`src/hw/rtl/assert_macros.svh`:
```
// assertion macros of the lookup cache, used by its top level
// no dependencies; include by bare file name
`ifndef ASSERT_MACROS_SVH
`define ASSERT_MACROS_SVH

// property must hold at every rising edge outside reset
`define ASSERT_AT(label, clk, rst_n, prop, msg) \
	label: assert property (@(posedge clk) disable iff (!rst_n) (prop)) else $error(msg);

// condition must never be seen at a rising edge outside reset
`define ASSERT_NEVER(label, clk, rst_n, cond, msg) \
	label: assert property (@(posedge clk) disable iff (!rst_n) !(cond)) else $error(msg);

`endif

```
`src/hw/rtl/tlc_pkg.sv`:
```
// types, sizes and codes of the ttl lookup cache
// used by tlc_expiry and ttl_lookup_cache; no dependencies
`default_nettype none

package tlc_pkg;

	localparam int ENTRIES = 8;
	localparam int IDX_W   = (ENTRIES > 1) ? $clog2(ENTRIES) : 1;
	localparam int COUNT_W = $clog2(ENTRIES + 1);

	localparam int KEY_W  = 64;
	localparam int ADDR_W = 32;
	localparam int TIME_W = 32;
	localparam int TTL_W  = 16;
	localparam int SLOT_W = 3;

	localparam logic [TTL_W-1:0]   TTL_RESET  = 16'd10;
	localparam logic [IDX_W-1:0]   LAST_IDX   = IDX_W'(ENTRIES - 1);
	localparam logic [COUNT_W-1:0] COUNT_FULL = COUNT_W'(ENTRIES);

	localparam logic OP_LOOKUP = 1'b0;
	localparam logic OP_FILL   = 1'b1;

	typedef enum logic [1:0] {
		STAT_FRESH   = 2'd0,
		STAT_EXPIRED = 2'd1,
		STAT_MISS    = 2'd2,
		STAT_FILL    = 2'd3
	} status_t;

	typedef enum logic {
		ST_IDLE,
		ST_SCAN
	} state_t;

	typedef struct packed {
		logic [KEY_W-1:0]  key;
		logic [ADDR_W-1:0] address;
		logic [TIME_W-1:0] created;
	} entry_t;

	// low bits of an entry index as reported on slot_index
	function automatic logic [SLOT_W-1:0] to_slot(input logic [IDX_W-1:0] idx);
		logic [IDX_W+SLOT_W-1:0] wide;
		wide = {{SLOT_W{1'b0}}, idx};
		return wide[SLOT_W-1:0];
	endfunction

endpackage

`default_nettype wire

```
`src/hw/rtl/tlc_expiry.sv`:
```
// age check of one entry: (now - created) mod 2^32 against the lifetime
// depends on tlc_pkg
`default_nettype none

module tlc_expiry (
	input  wire logic [tlc_pkg::TIME_W-1:0] now_seconds,
	input  wire logic [tlc_pkg::TIME_W-1:0] created,
	input  wire logic [tlc_pkg::TTL_W-1:0]  ttl_seconds,
	output logic                            expired
);

	logic [tlc_pkg::TIME_W-1:0] age;

	// wraps, so a clock running backwards gives a large age
	assign age     = now_seconds - created;
	assign expired = age > {{(tlc_pkg::TIME_W - tlc_pkg::TTL_W){1'b0}}, ttl_seconds};

endmodule

`default_nettype wire

```
`src/hw/rtl/ttl_lookup_cache.sv`:
```
// key-to-address cache with lifetime expiry, top level
// depends on tlc_pkg, tlc_expiry and assert_macros.svh
`default_nettype none

// An item is taken when start is high and busy is low. It walks the filled
// entries from slot 0 upward, one entry per cycle through the single read port
// of the entry memory; busy stays high until the walk ends at the first
// matching slot, or at the last filled slot on no match (at once when the
// table is empty). The result shows on the output ports for exactly one
// cycle with done high, the cycle after the walk ends, and must be taken
// then; the next item can be started in that same cycle. The ttl register
// is always ready and should only be written while no item is in progress.
// No clearing pass after reset.
module ttl_lookup_cache (
	input  wire logic                            clk,
	input  wire logic                            arst_n,
	input  wire logic                            start,
	output logic                                 busy,
	input  wire logic                            operation,
	input  wire logic [tlc_pkg::KEY_W-1:0]       lookup_key,
	input  wire logic [tlc_pkg::ADDR_W-1:0]      fill_address,
	input  wire logic [tlc_pkg::TIME_W-1:0]      now_seconds,
	output logic                                 done,
	output logic [1:0]                           status,
	output logic [tlc_pkg::ADDR_W-1:0]           stored_address,
	output logic [tlc_pkg::SLOT_W-1:0]           slot_index,
	input  wire logic                            cfg_valid,
	output logic                                 cfg_ready,
	input  wire logic [tlc_pkg::TTL_W-1:0]       cfg_data
);

	tlc_pkg::state_t state_q, state_d;

	logic [tlc_pkg::TTL_W-1:0]   ttl_q;
	logic [tlc_pkg::COUNT_W-1:0] count_q;
	logic [tlc_pkg::IDX_W-1:0]   idx_q;
	logic                        exp_found_q;
	logic [tlc_pkg::IDX_W-1:0]   exp_idx_q;

	logic                        op_q;
	logic [tlc_pkg::KEY_W-1:0]   key_q;
	logic [tlc_pkg::ADDR_W-1:0]  fill_q;
	logic [tlc_pkg::TIME_W-1:0]  now_q;

	logic                        done_q;
	tlc_pkg::status_t            status_q;
	logic [tlc_pkg::ADDR_W-1:0]  address_q;
	logic [tlc_pkg::SLOT_W-1:0]  slot_q;

	tlc_pkg::entry_t mem [tlc_pkg::ENTRIES];
	tlc_pkg::entry_t rd_q;
	tlc_pkg::entry_t wr_data;
	logic [tlc_pkg::IDX_W-1:0]   rd_idx;
	logic [tlc_pkg::IDX_W-1:0]   wr_idx;
	logic                        mem_we;

	logic accept;
	logic count_nz;
	logic hit;
	logic last;
	logic finish;
	logic cur_exp;
	logic entry_exp;
	logic append;
	logic [tlc_pkg::IDX_W-1:0] victim_idx;

	assign accept    = start && !busy;
	assign busy      = (state_q != tlc_pkg::ST_IDLE);
	assign cfg_ready = 1'b1;

	tlc_expiry u_expiry (
		.now_seconds (now_q),
		.created     (rd_q.created),
		.ttl_seconds (ttl_q),
		.expired     (entry_exp)
	);

	// next state
	always_comb begin
		state_d = state_q;
		unique case (state_q)
			tlc_pkg::ST_IDLE: begin
				if (accept) begin
					state_d = tlc_pkg::ST_SCAN;
				end
			end
			tlc_pkg::ST_SCAN: begin
				if (finish) begin
					state_d = tlc_pkg::ST_IDLE;
				end
			end
			default: state_d = tlc_pkg::ST_IDLE;
		endcase
	end

	// scan decisions; rd_q holds the entry at idx_q during the walk
	always_comb begin
		count_nz   = (count_q != '0);
		hit        = count_nz && (rd_q.key == key_q);
		last       = !count_nz || ((tlc_pkg::COUNT_W'(idx_q) + tlc_pkg::COUNT_W'(1)) == count_q);
		cur_exp    = count_nz && entry_exp;
		finish     = (state_q == tlc_pkg::ST_SCAN) && (hit || last);
		append     = !hit && (count_q != tlc_pkg::COUNT_FULL);
		mem_we     = finish && (op_q == tlc_pkg::OP_FILL);
		// first expired entry of the walk, else the last slot
		if (exp_found_q) begin
			victim_idx = exp_idx_q;
		end else if (cur_exp) begin
			victim_idx = idx_q;
		end else begin
			victim_idx = tlc_pkg::LAST_IDX;
		end
		if (hit) begin
			wr_idx = idx_q;
		end else if (append) begin
			wr_idx = count_q[tlc_pkg::IDX_W-1:0];
		end else begin
			wr_idx = victim_idx;
		end
		wr_data.key     = key_q;
		wr_data.address = fill_q;
		wr_data.created = now_q;
		// read one entry ahead so the walk need not wait for the memory read
		if (state_q == tlc_pkg::ST_IDLE || idx_q == tlc_pkg::LAST_IDX) begin
			rd_idx = '0;
		end else begin
			rd_idx = idx_q + tlc_pkg::IDX_W'(1);
		end
	end

	// entries are written only at the last cycle of a walk, so no read in
	// flight can see a stale copy of the entry being replaced
	always_ff @(posedge clk) begin
		if (mem_we) begin
			mem[wr_idx] <= wr_data;
		end
		rd_q <= mem[rd_idx];
	end

	always_ff @(posedge clk or negedge arst_n) begin
		if (!arst_n) begin
			state_q     <= tlc_pkg::ST_IDLE;
			ttl_q       <= tlc_pkg::TTL_RESET;
			count_q     <= '0;
			idx_q       <= '0;
			exp_found_q <= 1'b0;
			exp_idx_q   <= '0;
			done_q      <= 1'b0;
		end else begin
			state_q <= state_d;
			done_q  <= finish;
			if (cfg_valid && cfg_ready) begin
				ttl_q <= cfg_data;
			end
			if (accept) begin
				idx_q       <= '0;
				exp_found_q <= 1'b0;
			end else if (state_q == tlc_pkg::ST_SCAN && !finish) begin
				idx_q <= idx_q + tlc_pkg::IDX_W'(1);
				if (!exp_found_q && cur_exp) begin
					exp_found_q <= 1'b1;
					exp_idx_q   <= idx_q;
				end
			end
			if (mem_we && append) begin
				count_q <= count_q + tlc_pkg::COUNT_W'(1);
			end
		end
	end

	// item and result payload
	always_ff @(posedge clk) begin
		if (accept) begin
			op_q   <= operation;
			key_q  <= lookup_key;
			fill_q <= fill_address;
			now_q  <= now_seconds;
		end
		if (finish) begin
			if (op_q == tlc_pkg::OP_FILL) begin
				status_q  <= tlc_pkg::STAT_FILL;
				address_q <= fill_q;
				slot_q    <= tlc_pkg::to_slot(wr_idx);
			end else if (hit) begin
				status_q  <= entry_exp ? tlc_pkg::STAT_EXPIRED : tlc_pkg::STAT_FRESH;
				address_q <= rd_q.address;
				slot_q    <= tlc_pkg::to_slot(idx_q);
			end else begin
				status_q  <= tlc_pkg::STAT_MISS;
				address_q <= '0;
				slot_q    <= '0;
			end
		end
	end

	assign done           = done_q;
	assign status         = status_q;
	assign stored_address = address_q;
	assign slot_index     = slot_q;

`include "assert_macros.svh"

	`ASSERT_AT(a_done_after_scan, clk, arst_n, done_q |-> $past(state_q == tlc_pkg::ST_SCAN), "result without a walk")
	`ASSERT_NEVER(a_count_range, clk, arst_n, count_q > tlc_pkg::COUNT_FULL, "fill count beyond table size")
	`ASSERT_AT(a_count_by_fill, clk, arst_n, (count_q != $past(count_q)) |-> $past(mem_we), "fill count moved without a fill")
	`ASSERT_AT(a_miss_zero, clk, arst_n, (done_q && status_q == tlc_pkg::STAT_MISS) |-> (address_q == '0 && slot_q == '0), "miss with non-zero payload")

endmodule

`default_nettype wire
```
`config.mk`:
```
export PLATFORM = sky130hd
export DESIGN_NAME = ttl_lookup_cache
export DESIGN_NICKNAME = d
export VERILOG_FILES = /design/src/hw/rtl/tlc_pkg.sv /design/src/hw/rtl/tlc_expiry.sv /design/src/hw/rtl/ttl_lookup_cache.sv
export VERILOG_INCLUDE_DIRS = /design/src /design/src/hw/rtl
export SDC_FILE = /design/constraint.sdc
export NUM_CORES = 1
export LEC_CHECK = 0
export BUFFER_PORTS_ARGS = -buffer_cell sky130_fd_sc_hd__clkbuf_2
export CAP_MARGIN = 20
export CORE_MARGIN = 2
export CORE_UTILIZATION = 53
export DETAILED_ROUTE_END_ITERATION = 7
export PLACE_DENSITY = 0.71
export SYNTH_ARGS = -nofsm -noshare
export SYNTH_HDL_FRONTEND = slang
export SYNTH_SLANG_ARGS = --single-unit
```
`constraint.sdc`:
```
create_clock -name clk -period 56.1 [get_ports clk]
set_clock_uncertainty 0.2 [all_clocks]
set_input_delay 2.805 -clock clk [delete_from_list [all_inputs] [get_ports clk]]
set_output_delay 2.805 -clock clk [all_outputs]
set_load 0.03 [all_outputs]
```
# After elaboration in Yosys (flattened, before gate mapping)
# Memories as Yosys holds them, arrays and structs flattened. A register that Yosys moved wholly into a read port is not among the register bits.
# Cells that the tools add are included.
# W data, S select, Z words.
totals:
  reg_bits: 195
  ram_bits: 1024
  output_inout_bits: 40
  elab_cells: 72
  n_memories: 1
op_classes:
  n_addsub: 4
  order_cmp: 1
  n_eq_ne: 4
  muxes: 21
  bitwise_logic: 3
  n_reduce_logical: 23
memory_table:
  columns: ["name", "words", "width", "rd", "rd_clocked_by_memory_dff", "write_ports", "line_no", "text"]
  rows:
  - ["mem", 8, 128, 1, 1, 1, "ttl_lookup_cache.sv:50", "tlc_pkg::entry_t mem [tlc_pkg::ENTRIES];"]
op_table:
  columns: ["op", "n"]
  rows:
  - ["$eq A64 B64 Y1", 1]
  - ["$mux W32", 2]
  - ["$gt A32 B16 Y1", 1]
  - ["$sub A32 B32 Y32", 1]
  - ["$mux W3", 9]
  - ["$logic_and A1 B1 Y1", 9]
  - ["$mux W1", 9]
  - ["$logic_not A1 Y1", 5]
  - ["$add A3 B1 Y4 const B", 1]
  - ["$add A4 B1 Y4 const B", 1]
  - ["$eq A4 B4 Y1", 1]
  - ["$ne A4 B4 Y1 const B", 1]
  - ["$reduce_bool A2 Y1", 2]
  - ["$reduce_bool A4 Y1", 1]
  - ["$add A3 B1 Y3 const B", 1]
  - ["$eq A3 B3 Y1 const B", 1]
  - ["$logic_or A1 B1 Y1", 3]
  - ["$not A1 Y1", 3]
  - ["$reduce_and A3 Y1", 1]
  - ["$pmux W1 S2", 1]
  - ["$reduce_and A2 Y1", 1]
  - ["$reduce_or A2 Y1", 1]

# Logic depth before layout (Yosys ltp)
# Gate-level depths: netlist of the first run.
depth:
  ltp_word: 9
  mapped_depth: 20
  mapped_depth_nobuf: 20

# By module
# A second synthesis of the first run with hierarchy kept.
unflattened:
  hier_cells: 2787
  area_unflattened_um2: 50320.8
modules_own_cells:
  columns: ["module", "n_inst", "cells_per_inst", "area_each_um2"]
  rows:
  - ["ttl_lookup_cache", 1, 2457, 48128.7]
  - ["tlc_expiry", 1, 330, 2192.1]

# Least setup slack after synthesis of the first run
# Ideal clock, no wire load.
synth_timing:
  path_type: "register to register"
  from: "register now_q[0] (netlist bit)"
  to: "memory mem[6][0] (netlist bit) (enable)"
  arrival_time_ns: 23.158
  t_required_ns: 54.605
  slack_ns: 31.448
  path_stages_with_launch: 21
  path_buffers: 1
  synth_period_minus_slack_ns: 24.652
  path_cell_list: "edfxtp_1 -> inv_1 -> ha_1 -> fa_1 -> and2b_1 -> o2111ai_2 -> a211o_1 -> and2_4 -> buf_6 -> xnor2_1 -> ha_1 -> nand4_1 -> nor3_1 -> mux2i_1 -> a21oi_1 -> nor4_1 -> o2111ai_1 -> nor4_4 -> nand4b_4 -> nand2_1 -> a2111oi_0"
synth_between:
  elab_chain_len: 7
synth_rtl:
  columns: ["element", "line_no", "text"]
  rows:
  - ["start: declaration", "ttl_lookup_cache.sv:43", "logic [tlc_pkg::TIME_W-1:0] now_q;"]
  - ["start signal: assignment", "ttl_lookup_cache.sv:177", "now_q <= now_seconds;"]
  - ["$sub A32 B32 Y32", "tlc_expiry.sv:15", "assign age = now_seconds - created;"]
  - ["$gt A32 B16 Y1", "tlc_expiry.sv:16", "assign expired = age > {{(tlc_pkg::TIME_W - tlc_pkg::TTL_W){1'b0}}, ttl_seconds};"]
  - ["$logic_and A1 B1 Y1", "ttl_lookup_cache.sv:101", "cur_exp = count_nz && entry_exp;"]
  - ["$mux W3", "ttl_lookup_cache.sv:108", "end else if (cur_exp) begin"]
  - ["$mux W3", "ttl_lookup_cache.sv:106", "if (exp_found_q) begin"]
  - ["$mux W3", "ttl_lookup_cache.sv:115", "end else if (append) begin"]
  - ["$mux W3", "ttl_lookup_cache.sv:113", "if (hit) begin"]
  - ["end: declaration", "ttl_lookup_cache.sv:50", null]
# Every way passes these cells.

# Worst setup path in the final report of the first run
layout_timing:
  from: "register now_q[0] (netlist bit)"
  to: "memory mem[1][88] (netlist bit) (enable)"
# The elaborated chain is that of the path after synthesis.

==> run metrics, run 1 <==
#FFs+latches synth=~1,300; hold violation count in the final report=0; Pleak=between 15 and 20 nW; first-pass GRT wire length=174 mm; async set-reset flop share out of synthesis=about 2.2%; top_reg_cell synth=edfxtp_1; synthesized area per cell=between 15 and 20 um2; crit path cell chain=inv_1, ha_1, fa_1, and2b_1, o2111ai_2, a21oi_1, o21ai_1, o21bai_1, xor2_1, ha_1, nand4_1, nor3_1, mux2i_1, a21oi_1, nor4_1, o2111ai_1, nor4_4, nand4b_4, a21oi_2, and3_4, buf_4, buf_4; setup_tns=0 ns; R2R Path Start=now_q[0]; WP data arrival=between 7 and 8 ns; Final #Nets=around 3,200; Slew headroom=27.4%; EDFF count, synth=between 1,000 and 1,500; worst setup margin=approximately 50 ns; number of buffers inserted by hold repair at cts=0; type of the worst min-delay path=reg2reg; total power=~3.0 mW; Slew Viols, Final=0; DP Cell Count=just over 4,000; worst vdd ir=~0.046 mV; post-cts resize count=0; crit end category=flop; Reg2Reg Capture Point=mem[1][88]; status=finished, final reports clean; initial antenna violation count=4; hold_ws=0.327 ns; Hold Path Sink=exp_idx_q[2]; TritonRoute pass-1 iters=6; Worst Setup Start Kind=flop; core area=around 0.095 mm2; Post-Synthesis Cell Area=a little over 0.05 mm2; Root Driver=clkbuf_16; max frequency=0.133 GHz; Detailed Place HPWL=between 60 and 70 mm; worst setup path category=reg2reg; synthesized net count=approximately 3,100; CTS tree=built; largest buffer count on any clock path=3; global route total overflow=0; # DRC=0; YS warnings=0; PortBufs=about 190; drt total wl=between 100 and 150 mm; Routed Antenna Nets=0; FP Rows=113; sequential share of the synthesized area=between 70% and 80%; DIE AREA=0.0979 mm2; Die H=about 310 um; DP Area=roughly 0.053 mm2; number of buffers created by CTS=136; vias in the first global route=about 28,000; pre-CTS WS=48.63 ns; Vias=approximately 28,000; r2r worst-path depth=22; pwr dens=around 53 mW/mm2; crit path time final=approximately 7.5 ns; largest stage delay on the critical path=about 0.82 ns; largest net degree at the start of global routing=201; Tcrit/Tclk final=13.4%; post-CTS setup buffers=0; Setup-failing EPs final=0; Req. time, crit path=between 50 and 60 ns; GRT Total Usage=23.6%; most frequent cells in the layout=edfxtp_1, o221ai_1, clkbuf_2; WL/cell=26.1 um; Worst-Margin Slew=approximately 1.1 ns; post-synth cell types=81; Die W=between 300 and 400 um; Final Cell Area=between 0.05 and 0.06 mm2; synthesized instance count=between 2,000 and 3,000; num ports=about 190; CTS clk-pin slew, worst paths=0.06 ns; Final Util=60.6%; CP top delay family=simple AND/OR/NAND/NOR gates; Slowest-stage cell, CP=and3_4; most common cell after layout, fill and taps aside=edfxtp_1; FF-to-FF setup slack=around 50 ns; Sink Count=around 1,300; area delta synth->final=13.5%; max_cap viols=0; Final Non-Filler Cells=4,412; hold path start=exp_idx_q[2]; CP bufs+invs=3; Worst Hold Path Cells=1; # H-tree levels=4; CP max FO=46; RSZ-0062 raised after global routing=no; vias per std cell=roughly 6.2; RD Place Congestion=0.885; Initial Utilization=a little over half; worst-skew pair later-pin latency=around 0.75 ns; drt first-iter violations=between 3,000 and 4,000; layout cells sized above 1=18.7%
-- per-layer routing --
| metal | track usage (%) | vias to the layer above | share of wire, % |
|---|---|---|---|
| li1 | - | 11900 | - |
| met1 | 33.3 | 14200 | 42 |
| met2 | 38.3 | 1183 | 49 |
| met3 | 3.75 | 177 | 7.0 |
| met4 | 7.36 | 0 | 2.4 |
| met5 | 0 | - | 0 |
-- Yosys cell counts (9+ instances only) --
| library cell | instances | area (um2) |
|---|---|---|
| dfxtp_1 | 128 | 2560 |
| nand3_1 | 15 | 75.1 |
| xor2_1 | 45 | 394 |
| a31oi_1 | 129 | 807 |
| nand4_1 | 24 | 150 |
| a21oi_1 | 48 | 240 |
| mux4_2 | 128 | 2880 |
| dfrtp_1 | 27 | 676 |
| nand2_1 | 125 | 469 |
| buf_1 | 26 | 97.6 |
| nor3_1 | 11 | 55.1 |
| o221ai_1 | 260 | 2280 |
| o21ai_0 | 72 | 360 |
| inv_1 | 68 | 255 |
| o21a_1 | 9 | 67.6 |
| xnor2_1 | 40 | 350 |
| edfxtp_1 | 1190 | 35700 |
| clkbuf_1 | 139 | 522 |
| nor2_1 | 159 | 597 |
| ha_1 | 51 | 638 |
| nor4_1 | 15 | 93.8 |
-- cells by family after synthesis --
logic type	share of synthesized area [%]
other	0.00742
DFF	77.2
AOI/OAI and AO/OA	8.72
and+or+nand+nor	3.51
xor gates and xnor gates	1.47
muxes	5.93
buffers and inverters	1.88
adders and majority gates	1.30
-- registers in the layout (all words and copies together), names as in the netlist --
register / cells
exp_idx_q: 3
exp_found_q: 1
fill_q: 32
key_q: 64
busy: 1
done: 1
slot_index: 3
ttl_q: 16
stored_address: 32
status: 2
idx_q: 3
mem: 1024
op_q: 1
rd_q: 128
now_q: 32
count_q: 4
-- final cells by class --
type | instances | area [um2]
multi-input cells | 1261 | 10700
fillers | 6684 | 37400
inverters | 70 | 275
clock buffers | 190 | 3780
well taps | 1265 | 1580
diodes | 1 | 2.50
clock inverters | 61 | 706
flip-flops and latches | 1347 | 39000
repair buffers | 217 | 1330
-- power breakdown --
part / total (mW) / switching, mW / internal (mW)
clock network: 0.892 / 0.382 / 0.511
logic: 0.805 / 0.514 / 0.291
registers: 1.34 / 0.0779 / 1.26
-- how the worst max path moves through the flow --
stage / startpoint / to / slack [ns] / cells past startpoint
floorplan: now_q[0] / mem[6][0] / 31.45 / 20
global placement: now_q[0] / mem[1][91] / 48.67 / 22
detailed placement: now_q[0] / mem[1][91] / 48.63 / 22
CTS: now_q[0] / mem[1][101] / 48.55 / 21
global route: now_q[0] / mem[1][109] / 48.12 / 22
finish: now_q[0] / mem[1][88] / 48.57 / 22
(Power assumes the default switching activity.)
==> run 2: changes to the inputs <==
Settings changed: ABC_AREA set to 1, PLACE_DENSITY 0.71 to 0.74.
Clock period 56.1 ns to 6.1 ns, I/O delays scaled along.
==> run metrics, run 2 <==
Clock power frac=27.6%; Die H=approximately 320 um; Seq pwr share=a little over two fifths; YS warnings=0; async set-reset flop share out of synthesis=roughly 2.2%; WL/cell=between 20 and 25 um; synthesized net count=4,171; Gate power share=between 30% and 40%; # DRC=0; synthesized instance count=about 4,000; WP data arrival=around 5.5 ns; max frequency=0.187 GHz; Final Cell Area=0.0611 mm2; layout cells sized above 1=between 10% and 20%; area delta synth->final=16.7%; CTS tree=built; share of Yosys cell area claimed by the top area cell type=between 60% and 70%; core area=a little under 0.1 mm2; Slew headroom=~23%; Post-Synthesis Cell Area=between 0.05 and 0.06 mm2; most frequent cell after synthesis=edfxtp_1; Largest Register=mem; drt total wl=approximately 120 mm; RSZ-0062 raised after global routing=no; max_cap viols=0; Tcrit/Tclk final=roughly 88%; number of buffers created by CTS=134; hold_ws=0.0322 ns; Final #Nets=4,503; max reg flops=1,024; Critical Path Source=now_q[0]; drt first-iter violations=about 3,000; pre-CTS WS=approximately 0.8 ns; post-cts resize count=0; #FFs+latches synth=1,347; Setup-failing EPs final=0; FF-to-FF setup slack=between 0.7 and 0.8 ns; most common cell after layout, fill and taps aside=edfxtp_1; Worst-Margin Slew=about 1.2 ns; critical path endpoint=mem[3][34]; Slew Viols, Final=0; EDFF count, synth=approximately 1,200; NetSw=between 10 and 15 mW; FP Rows=between 100 and 150; Root Driver=clkbuf_16; Die W=between 300 and 400 um; n_diodes=0; Vias=about 32,000; pwr dens=485 mW/mm2; Multi-input gate area=roughly 0.012 mm2; hold violation count in the final report=0; global route total overflow=0; worst setup path category=reg2reg; Final Util=between 60% and 70%; synthesized area per cell=around 13 um2; CP max FO=25; # H-tree levels=4; worst vdd ir=0.517 mV; type of the worst min-delay path=in2async; num ports=between 150 and 200; internal power=19.5 mW; vias in the first global route=roughly 32,000; DP Area=0.0548 mm2; top_reg_cell synth=edfxtp_1; most frequent cells in the layout=edfxtp_1, nand2_1, nor2_1; largest buffer count on any clock path=3; Detailed Place HPWL=roughly 63 mm; worst setup margin=0.762 ns; TritonRoute pass-1 iters=5; Initial Utilization=a little over half; Sink Count=1,347; # fillers=7,141; crit end category=flop; R2R Path Start=now_q[0]; worst-skew pair later-pin latency=between 0.7 and 0.8 ns; first-pass GRT wire length=185 mm; DIE AREA=approximately 0.1 mm2; status=finished, final reports clean; largest net degree at the start of global routing=180; r2r worst-path depth=27; post-synth cell types=44; GRT Total Usage=a little under a quarter; Worst Setup Start Kind=flop; Reg2Reg Capture Point=mem[3][34]; Routed Antenna Nets=0; vias per std cell=between 5 and 6; top cells by count, synth=edfxtp_1, nand2_1, nor2_1; Req. time, crit path=around 6.2 ns; initial antenna violation count=2; Sw Ratio=34.3%; sequential share of the synthesized area=about three quarters; RD Place Congestion=around 0.9; crit path time final=roughly 5.3 ns; Reg area=0.0390 mm2; PortBufs=187; Synth area leaders=edfxtp_1, nand2_1, dfxtp_1; largest registers=mem (1024), rd_q (128), key_q (64); Pleak=22.6 nW; CTS clk-pin slew, worst paths=0.06 ns; total power=approximately 30 mW; Synth area leader=edfxtp_1
[run 2: cell count changes after synthesis, moves of 127 or more]
cell and delta:
a31oi_1 -129, a32o_1 +127, inv_1 +147, mux4_2 -128, nand2_1 +637, nor2_1 +288, o221ai_1 -132
[run 2: worst min path at each step]
stage	from	endpoint	slack, ns	cells after the start
after floorplan	arst_n	busy	-0.19	0
after global placement	arst_n	ttl_q[2]	0.25	1
after detailed placement	arst_n	ttl_q[2]	0.26	1
after CTS	arst_n	ttl_q[2]	0.0001	2
after global routing	lookup_key[28]	key_q[28]	0.04	2
final	arst_n	ttl_q[0]	0.03	2
[run 2: worst max-delay path, stage by stage (launching register included)]
cell and delay, ns:
edfxtp_1 0.48, inv_1 0.08, ha_1 0.24, fa_1 0.41
inv_1 0.11, nand3_1 0.07, nand3_1 0.16, nand3_1 0.12
nand3_2 0.11, xor2_1 0.08, ha_1 0.28, nand2_1 0.05
nor2_1 0.12, nand3_1 0.11, nor2_1 0.15, nand4_1 0.09
nand2_1 0.12, nand3_1 0.11, nor2_1 0.13, nand2_1 0.07
nor2_2 0.09, nand2_2 0.13, nand3_1 0.10, nand2_1 0.05
nand2_1 0.07, nand3_1 0.32, nor2_4 0.40, buf_4 0.48
[run 2: power groups by stage]
stage | combinational, mW | clock [mW] | sequential [mW]
4_1_cts | 9.13 | 8.31 | 12.4
3_5_place_dp | 8.96 | 0 | 12.5
3_3_place_gp | 8.82 | 0 | 12.5
2_1_floorplan | 6.38 | 0 | 12.5
6_report | 9.10 | 8.19 | 12.4
5_1_grt | 10.2 | 8.67 | 12.5
[run 2: final cells by class]
cell class              instances  share of cell area [%]
repair buffers                406                    5.54
clock inverters                72                    1.40
clock buffers                 177                    5.88
well taps                    1287                    2.64
flip-flops and latches       1347                    63.9
inverters                     219                    1.39
multi-input cells            2194                    19.3
[run 2: cell families after synthesis]
logic type                 after synthesis  synth area share (%)
xor gates and xnor gates                67                  1.12
buffers and inverters                  429                  3.11
DFF                                   1347                  74.5
adders and majority gates               52                  1.26
AOI/OAI and AO/OA                      587                  8.44
muxes                                    1                0.0215
other                                    1               0.00716
and+or+nand+nor                       1486                  11.5
[run 2: routing by layer]
metal	share of wire, %	vias to the layer above	track usage [%]
met5	0	-	0
met4	2.6	0	7.41
met3	6.2	203	3.40
met2	49	1155	38.5
met1	42	16000	32.4
li1	-	15100	-
[run 2: repair_timing]
action	4_1_cts	5_1_grt
setup buffers	0	0
hold buffers	178	0
endpoints found under the hold margin	177	0
[run 2: per-stage QoR]
step | setup TNS (ns) | instances
floorplan | -978.31 | 3970
global placement | 0 | 5274
detailed placement | 0 | 5274
CTS | 0 | 5701
global route | 0 | 5702
finish | 0 | 5702
